`src/hw/rtl/ntis_pkg.sv`:
```
// ----------------------------------------------------------------------------
// ntis_pkg: shared types and constants
// Command and status codes, sequencer states, cell control and default sizes
// for the name table.
// ----------------------------------------------------------------------------
`default_nettype none

package ntis_pkg;

  localparam int DEPTH_DEF    = 128;
  localparam int KEY_BITS_DEF = 64;
  localparam int GROUP        = 16;

  localparam int CMD_BITS    = 2;
  localparam int STATUS_BITS = 3;
  localparam int FIELD8      = 8;
  localparam int OUT_BITS    = STATUS_BITS + 2 * FIELD8;
  localparam int OUT_W       = ((OUT_BITS + 7) / 8) * 8;

  localparam logic [CMD_BITS-1:0] CMD_CREATE = 2'd0;
  localparam logic [CMD_BITS-1:0] CMD_DELETE = 2'd1;
  localparam logic [CMD_BITS-1:0] CMD_SEARCH = 2'd2;

  typedef enum logic [STATUS_BITS-1:0] {
    ST_CREATED   = 3'd0,
    ST_FULL      = 3'd1,
    ST_DUPLICATE = 3'd2,
    ST_DELETED   = 3'd3,
    ST_NOTFOUND  = 3'd4,
    ST_FOUND     = 3'd5
  } status_t;

  typedef enum logic [2:0] {
    S_IDLE,
    S_CMP,
    S_RED,
    S_FIN,
    S_EXEC
  } state_t;

  typedef struct packed {
    logic load;
    logic shift;
  } cell_ctrl_t;

endpackage

`default_nettype wire

```
`src/hw/rtl/ntis_reduce.sv`:
```
// ----------------------------------------------------------------------------
// ntis_reduce: registered match tree
// Folds the one-hot cell match flags into a hit flag and a slot index in two
// registered levels.
// ----------------------------------------------------------------------------
`default_nettype none

module ntis_reduce #(
  parameter int DEPTH = ntis_pkg::DEPTH_DEF
) (
  input  wire                          clk,
  input  wire                          rst,
  input  wire  [DEPTH-1:0]             match,
  output logic [$clog2(DEPTH)-1:0]     hit_idx,
  output logic                         found
);

  localparam int IW = $clog2(DEPTH);
  localparam int NG = (DEPTH + ntis_pkg::GROUP - 1) / ntis_pkg::GROUP;

  logic [IW-1:0] grp_idx   [NG];
  logic [NG-1:0] grp_hit;
  logic [IW-1:0] grp_idx_c [NG];
  logic [NG-1:0] grp_hit_c;
  logic [IW-1:0] idx_c;
  logic          hit_c;

  always_comb begin
    int n;
    for (int g = 0; g < NG; g++) begin
      grp_idx_c[g] = '0;
      grp_hit_c[g] = 1'b0;
      for (int j = 0; j < ntis_pkg::GROUP; j++) begin
        n = g * ntis_pkg::GROUP + j;
        if (n < DEPTH) begin
          if (match[n]) begin
            grp_idx_c[g] = grp_idx_c[g] | IW'(n);
            grp_hit_c[g] = 1'b1;
          end
        end
      end
    end
  end

  always_comb begin
    idx_c = '0;
    for (int g = 0; g < NG; g++) begin
      idx_c = idx_c | grp_idx[g];
    end
    hit_c = |grp_hit;
  end

  always_ff @(posedge clk) begin
    for (int g = 0; g < NG; g++) begin
      grp_idx[g] <= grp_idx_c[g];
    end
    hit_idx <= idx_c;
  end

  always_ff @(posedge clk) begin
    if (rst) begin
      grp_hit <= '0;
      found   <= 1'b0;
    end else begin
      grp_hit <= grp_hit_c;
      found   <= hit_c;
    end
  end

endmodule

`default_nettype wire
```
`config.mk`:
```
export PLATFORM = sky130hd
export DESIGN_NAME = ntis_reduce
export DESIGN_NICKNAME = d
export VERILOG_FILES = /design/src/hw/rtl/ntis_pkg.sv /design/src/hw/rtl/ntis_reduce.sv
export SDC_FILE = /design/constraint.sdc
export NUM_CORES = 1
export LEC_CHECK = 0
export ABC_CLOCK_PERIOD_IN_PS = 2200
export BUFFER_PORTS_ARGS = -buffer_cell sky130_fd_sc_hd__buf_2
export CAP_MARGIN = 20
export CELL_PAD_IN_SITES_DETAIL_PLACEMENT = 1
export CELL_PAD_IN_SITES_GLOBAL_PLACEMENT = 1
export CORE_MARGIN = 2
export CORE_UTILIZATION = 31
export CTS_BUF_LIST = sky130_fd_sc_hd__clkbuf_4
export DETAILED_ROUTE_END_ITERATION = 16
export GPL_ROUTABILITY_DRIVEN = 0
export HOLD_SLACK_MARGIN = 0.06
export PLACE_DENSITY = 0.89
export SYNTH_ARGS = -nofsm -noshare
export SYNTH_HDL_FRONTEND = slang
export SYNTH_SLANG_ARGS = --single-unit
export TNS_END_PERCENT = 10
```
`constraint.sdc`:
```
create_clock -name clk -period 2.2 [get_ports clk]
set_input_delay 0.44 -clock clk [delete_from_list [all_inputs] [get_ports clk]]
set_output_delay 0.44 -clock clk [all_outputs]
set_load 0.02 [all_outputs]
```
== Yosys cells after proc, flatten, opt, wreduce, memory -nomap -nowiden ==
Memory sizes are Yosys's and may differ from the RTL's.
Cells that the tools add are included.
W data, S select, Z words.

* Bits in writable memories: 56
* Flip-flop bits (word level): 16
* Input port bits: 130
* Output and inout port bits: 8
* Memories kept: 1

* Mux-type cells: 255
* Bitwise gates (word level): 7
* Reduce and logical (&&, ||, !) cells: 1

{| class="wikitable"
|+ Memory list
! name !! depth !! bits a word !! read ports !! clocked after Yosys merged registers in !! write ports !! line !! RTL
|-
| grp_idx || 8 || 7 || 8 || 0 || 8 || ntis_reduce.sv:21 || <nowiki>logic [IW-1:0] grp_idx [NG];</nowiki>
|}

{| class="wikitable"
|+ Operator list
! kind !! count
|-
| $mux W7 || 64
|-
| $mux W6 || 32
|-
| $mux W1 || 129
|-
| $mux W5 || 16
|-
| $or A7 B7 Y7 || 7
|-
| $mux W4 || 8
|-
| $mux W3 || 4
|-
| $reduce_or A8 Y1 || 1
|-
| $mux W2 || 2
|}

== Depth between registers and ports, before layout ==
Gate-level depths: netlist (run 1).

* Depth in word-level cells: 16
* Gate-level depth with buffers: 3

== Least setup slack after synthesis (run 1) ==
Ideal clock, no wire load.

* Path type: input to register
* Start point: input port match[30]
* End point: register grp_hit[1]
* Stages: 3
* Data arrival time: 1271 ps
* Setup slack: 784 ps
* Library setup time: 145 ps
* Cell sequence: or4_4 -> nor4_4 -> a41oi_1

* Cells in the longest elaborated chain, start to end: 2

{| class="wikitable"
|+ Ends and longest elaborated chain
! what !! line !! RTL
|-
| from (decl) || ntis_reduce.sv:13 || <nowiki>input wire [DEPTH-1:0] match,</nowiki>
|-
| $mux W1 (2 in series) || ntis_reduce.sv:36 || <nowiki>if (match[n]) begin</nowiki>
|-
| to (signal assigned) || ntis_reduce.sv:65 || <nowiki>grp_hit <= grp_hit_c;</nowiki>
|-
| to (decl) || ntis_reduce.sv:22 || <nowiki>logic [NG-1:0] grp_hit;</nowiki>
|}

No other way between the ends.
A chain may end at the register's enable or synchronous reset.

== Worst setup path in the final report (run 1) ==
* Start point: register hit_idx[3]
* End point: output port hit_idx[3]

{| class="wikitable"
|+ RTL lines
! what !! line !! RTL
|-
| from (decl) || ntis_reduce.sv:14 || <nowiki>output logic [$clog2(DEPTH)-1:0] hit_idx,</nowiki>
|-
| from (signal assigned) || ntis_reduce.sv:57 || <nowiki>hit_idx <= idx_c;</nowiki>
|}

No word-level cell between the ends.

==> flow_metrics.tcl, run 1 <==
set metrics [dict create \
    worst_slew_pin_slew_ns 0.540 \
    routedWlPerCell_um 14.9 \
    status "complete, no violations" \
    critical_path_arrival_ns 0.87 \
    post_cts_buffers 0 \
    endpoint "hit_idx[3]" \
    finalPower_w 0.00162 \
    fin_area_sq_mm 0.00277 \
    rsz0062_at_grt "false" \
    wl_um 6210 \
    synth_area_leaders "dfxtp_1, nor4_1, nor3_1" \
    power.leakage_nw 1.13 \
    path_depth 1 \
    dieHeight_um 83.0 \
    cts_buffers 5 \
    place.port_buffers 137 \
    path_class "register to output port" \
    vias_per_cell 5.04 \
    maxSlewViolCount 0 \
    r2r_setup_slack_ns 1.23 \
    p_per_area_mw_per_mm2 584 \
    setup_viol 0 \
    ir_drop_uv 191 \
    synth-seq-cells 55 \
    end_kind "output port" \
    yosysTopAreaCellShare_pct 56.8 \
    syn_area_sq_mm 0.00194 \
    start_util_pct 32.3 \
    final-hold-violation-count 0 \
    grt_usage_pct 18.4 \
    path_delay_family "flip-flops" \
    maxCapViolations 0 \
    async_reset_ff_share_pct 0 \
    syn_inst 197 \
    required_ns 1.76 \
    cp_num_buf_inv 1 \
    dr_total_vias 2097 \
    crit_slowest_cell "dfxtp_1" \
    drt-initial-drc-count 40 \
    synth_most_common_cell "dfxtp_1" \
    cts-resized-gates 0 \
    finalCritPeriodShare_pct 59.6 \
    htree_levels 2 \
    dr.pass1.iters 4 \
    cts_tree "done" \
    synth_edf_count 0 \
    critPathLaunchType "register" \
    rows 28 \
    dieArea_sq_mm 0.00690 \
    post_dp_cell_area_sq_mm 0.00271 \
    slowest_delay_ns 0.36 \
    antenna_found_initial 0 \
    yosysSeqAreaShare_pct 56.8 \
    final_core_util_pct 46.2 \
    syn2layout_area_growth_pct 42.8 \
    ys_dominant_reg_cell "dfxtp_1" \
    cts-root-buf "clkbuf_4" \
    ys_top_cells_by_count "dfxtp_1, nor4_1, nor3_1" \
    clkSinkCount 55 \
    core_area_sq_mm 0.00599 \
    die_x_um 83.0 \
    cts_hold_buf 0 \
    relSlewSlack_pct 63.7 \
    cp-startpoint "hit_idx[3]" \
    final_nets 470 \
    synth_area_per_cell_sq_um 9.83 \
    clockBufferDepth 2 \
    r2r_cells 1 \
    grt_overflow 0 \
    max_freq_mhz 763 \
    hp-class "input pin to register" \
    grt_pass1_vias 2317 \
    whs_ns 0.272 \
    synth_cell_types 21 \
    drive_gt1_share_pct 43.7 \
    grt_max_degree 16 \
    yosysTopAreaCell "dfxtp_1" \
    worstSkewPairLatency_ns 0.35 \
    remaining_drc_errors 0 \
    cp_max_fo 1 \
    hpwl_um 5490 \
    yosys_warnings 0 \
    worstReg2RegStart "grp_idx[1][26]" \
    clock_skew_ns 0.00948 \
    cp_cell_sequence "buf_2" \
    setup-tns-final_ns 0 \
    ios 138 \
    r2r_end "hit_idx[4]" \
    syn-num-nets 327 \
    ant_nets 0 \
    period_minus_slack_ns 1.31 \
    clkTransAtPathRegs_ns 0.14 \
    grt_pass1_wl_um 10400 \
    antennaDiodeCount 0 \
]
final cells by class:
class,instances,area (sq um)
Multi-Input combinational cell,137,817
Inverter,4,15.0
Fill cell,747,3230
Tap cell,75,93.8
Clock buffer,6,45.0
Timing Repair Buffer,137,686
Clock inverter,2,7.51
Sequential cell,55,1100
worst min-delay path by stage:
| stage | start | slack (ns) | to | depth (start not counted) |
|---|---|---|---|---|
| detailed placement | grp_idx[1][14] | 0.41 | hit_idx[0] | 2 |
| floorplan | grp_idx[0][11] | 0.39 | hit_idx[4] | 1 |
| finish | match[8] | 0.27 | grp_idx[0][3] | 3 |
| CTS | match[8] | 0.27 | grp_idx[0][3] | 3 |
| global route | match[8] | 0.26 | grp_idx[0][3] | 3 |
| global placement | grp_idx[1][14] | 0.40 | hit_idx[0] | 2 |
layer usage:
layer  GRT usage (%)  share of wire (%)  up-vias
met5               0                  0        -
met4            5.66                1.1        0
met3            2.49                5.9        8
met2            34.1                 49       86
met1            22.0                 43      954
li1                -                  -     1049
kinds of logic after synthesis:
| group | synth area share (%) |
|---|---|
| and+or+nand+nor | 38.9 |
| DFF | 56.8 |
| buffers and inverters | 0.969 |
| AOI/OAI and AO/OA | 3.29 |
registers in the layout (all words and copies together) (netlist names):
signal and cells:
grp_idx 39, grp_hit 8, hit_idx 7, found 1
worst min-delay path, cell delays in order:
cell and delay [ns]:
buf_2 0.08, nor4_1 0.04, nand2_1 0.05
stage by stage:
| stage | setup slack (ns) | std cells |
|---|---|---|
| floorplan | 0.784 | 197 |
| global placement | 0.640 | 408 |
| detailed placement | 0.543 | 408 |
| CTS | 0.866 | 416 |
| global route | 0.843 | 416 |
| finish | 0.890 | 416 |
placed cells by master, fill, tap and decap left out, drive strengths merged, types with 2 or more instances in the layout:
| cell | instances |
|---|---|
| a41oi | 6 |
| and3 | 2 |
| nand4 | 7 |
| nand3 | 8 |
| buf | 137 |
| or3b | 2 |
| or4 | 9 |
| dfxtp | 55 |
| nand2b | 4 |
| nor4 | 42 |
| clkbuf | 6 |
| clkinv | 2 |
| nand2 | 17 |
| inv | 4 |
| nor3 | 18 |
| nor2 | 17 |
power breakdown:
group	switching, W	internal [W]
combinational	0.0000944	0.000106
clock	0.000274	0.000132
sequential	0.00000401	0.00101
(Power assumes the default switching activity.)
==> inputs of run 2 (changes only) <==
--- a/config.mk
+++ b/config.mk
@@ -5,18 +5,19 @@
 export SDC_FILE = /design/constraint.sdc
 export NUM_CORES = 1
 export LEC_CHECK = 0
-export ABC_CLOCK_PERIOD_IN_PS = 2200
+export ABC_AREA = 1
+export ABC_CLOCK_PERIOD_IN_PS = 1300
 export BUFFER_PORTS_ARGS = -buffer_cell sky130_fd_sc_hd__buf_2
 export CAP_MARGIN = 20
 export CELL_PAD_IN_SITES_DETAIL_PLACEMENT = 1
 export CELL_PAD_IN_SITES_GLOBAL_PLACEMENT = 1
 export CORE_MARGIN = 2
-export CORE_UTILIZATION = 31
+export CORE_UTILIZATION = 29
 export CTS_BUF_LIST = sky130_fd_sc_hd__clkbuf_4
 export DETAILED_ROUTE_END_ITERATION = 16
 export GPL_ROUTABILITY_DRIVEN = 0
 export HOLD_SLACK_MARGIN = 0.06
-export PLACE_DENSITY = 0.89
+export PLACE_DENSITY = 0.85
 export SYNTH_ARGS = -nofsm -noshare
 export SYNTH_HDL_FRONTEND = slang
 export SYNTH_SLANG_ARGS = --single-unit
==> constraint.sdc (replaced) <==
create_clock -name clk -period 1.3 [get_ports clk]
set_input_delay 0.26 -clock clk [delete_from_list [all_inputs] [get_ports clk]]
set_output_delay 0.26 -clock clk [all_outputs]
set_load 0.02 [all_outputs]
==> run 2 against run 1 <==
Against the previous run: critical path type unchanged; clock-buffer cell count is the same; final area is 9.0% higher; final cell count increased by 28%.
==> flow_metrics.tcl, run 2 <==
set metrics [dict create \
    final_nets 562 \
    rsz0062_at_grt "false" \
    synthAdderAreaFrac_pct 0 \
    grt_usage_pct 17.3 \
    path_delay_family "flip-flops" \
    dieHeight_um 89.7 \
    end_kind "output port" \
    grt_overflow 0 \
    whs_ns 0.0849 \
    drive_gt1_share_pct 34.3 \
    largest_reg_flops 39 \
    synth_cell_types 15 \
    antennaDiodeCount 0 \
    place.port_buffers 137 \
    dr.pass1.iters 4 \
    post_cts_buffers 0 \
    hp-class "input pin to register" \
    required_ns 1.04 \
    final_cell_mix "buf_2, nor2_1, dfxtp_1" \
    synthXorXnorAreaFrac_pct 0 \
    top_register "grp_idx" \
    synth_compound_area_share_pct 1.65 \
    ant_nets 0 \
    die_x_um 89.7 \
    status "complete, no violations" \
    start_util_pct 29.7 \
    maxCapViolations 0 \
    drt-initial-drc-count 61 \
    crit_slowest_cell "dfxtp_1" \
    reg_top3 "grp_idx x39, grp_hit x8, hit_idx x7" \
    antenna_found_initial 0 \
    syn2layout_area_growth_pct 41.5 \
    clkTransAtPathRegs_ns 0.14 \
    syn_inst 288 \
    remaining_drc_errors 0 \
    async_reset_ff_share_pct 0 \
    yosys.area_share.simple_pct 42.8 \
    p_per_area_mw_per_mm2 994 \
    cts_tree "done" \
    yosysTopAreaCellShare_pct 51.7 \
    synth_most_common_cell "nor2_1" \
    syn_area_sq_mm 0.00213 \
    cts-resized-gates 0 \
    ys_top_cells_by_count "nor2_1, dfxtp_1, nand2_1" \
    finalCritPeriodShare_pct 88.4 \
    path_class "register to output port" \
    maxSlewViolCount 0 \
    yosysTopAreaCell "dfxtp_1" \
    synth_top_family_by_area "simple AND/OR/NAND/NOR gates" \
    routedWlPerCell_um 12.5 \
    cp_max_fo 1 \
    hpwl_um 5890 \
    synthMuxAreaShare_pct 0 \
    power.leakage_nw 1.35 \
    ys_dominant_reg_cell "dfxtp_1" \
    clockBufferDepth 2 \
    worst_slew_pin_slew_ns 0.434 \
    setup_viol 0 \
    setup-tns-final_ns 0 \
    grt_pass1_vias 2452 \
    yosysSeqAreaShare_pct 51.7 \
    r2r_cells 2 \
    syn-num-nets 418 \
    synth-seq-cells 55 \
    wl_um 6650 \
    slowest_delay_ns 0.35 \
    synth_area_leaders "dfxtp_1, nor2_1, nand2_1" \
    r2r_setup_slack_ns 0.33 \
    dieArea_sq_mm 0.00804 \
    ir_drop_uv 347 \
    clkSinkCount 55 \
    critical_path_arrival_ns 0.89 \
    vias_per_cell 4.48 \
    rows 31 \
    htree_levels 2 \
    relSlewSlack_pct 70.8 \
    hold-path-cell-count 3 \
    ios 138 \
    worstSkewPairLatency_ns 0.37 \
    cp_cell_sequence "buf_2" \
    cp_num_buf_inv 1 \
    max_freq_mhz 871 \
    final_common_cell "buf_2" \
    synth_area_per_cell_sq_um 7.39 \
    synth_edf_count 0 \
    dr_total_vias 2380 \
    clock_skew_ns 0.00993 \
    path_depth 1 \
    critPathLaunchType "register" \
    cts-root-buf "clkbuf_4" \
    yosys_warnings 0 \
    period_minus_slack_ns 1.15 \
    final-hold-violation-count 0 \
    grt_pass1_wl_um 10700 \
    cts_buffers 5 \
    grt_max_degree 16 \
    cts_hold_buf 0 \
    core_area_sq_mm 0.00718 \
]
run 2: report_power, final:
group	internal [W]	switching, W
clock network	0.000418	0.000486
registers	0.00170	0.00000608
logic	0.000193	0.000189
total	0.00232	0.000681
run 2: final cells by class:
cell class | instances | area [sq um]
tap | 99 | 124
clock inverter | 1 | 30.0
sequential | 55 | 1100
clock buffer | 6 | 45.0
inverter | 20 | 75.1
multi-input combinational | 212 | 946
fill | 938 | 4160
timing repair buffer | 138 | 693
run 2: kinds of logic (layout without fill, tap and decap cells):
| family | after synthesis | in the layout |
|---|---|---|
| AOI/OAI and AO/OA | 7 | 7 |
| buffers and inverters | 21 | 165 |
| DFF | 55 | 55 |
| and+or+nand+nor | 205 | 205 |
run 2: final timing paths:
path / from / endpoint
worst max-delay path: hit_idx[2] / hit_idx[2]
worst min-delay path: match[24] / grp_idx[0][10]
worst max register to register: grp_idx[1][2] / hit_idx[2]
worst min register to register: grp_idx[0][11] / hit_idx[4]
run 2: stage by stage:
stage | cells | cell area [sq um] | utilization [%] | total power (W) | setup WS [ns]
floorplan | 288 | 2130 | - | 0.00186 | 0.446
global placement | 524 | 2940 | 41.0 | 0.00212 | 0.241
detailed placement | 524 | 2940 | 41.0 | 0.00213 | 0.227
CTS | 531 | 3010 | 42.0 | 0.00301 | 0.150
global route | 531 | 3010 | 42.0 | 0.00316 | 0.0808
finish | 531 | 3010 | 42.0 | 0.00300 | 0.151
run 2: per-layer routing:
layer  track usage, %  part of all wire [%]  vias up
met2             31.0                    51       64
li1                 -                     -     1237
met4             3.26                  0.84        0
met5                0                     0        -
met1             21.3                    43     1075
met3             3.84                   5.5        4
run 2: worst reg2reg max path, cell delays in order, from the launching register on:
cell and delay (ns):
dfxtp_1 0.34, nor4_1 0.43, nand2_1 0.10
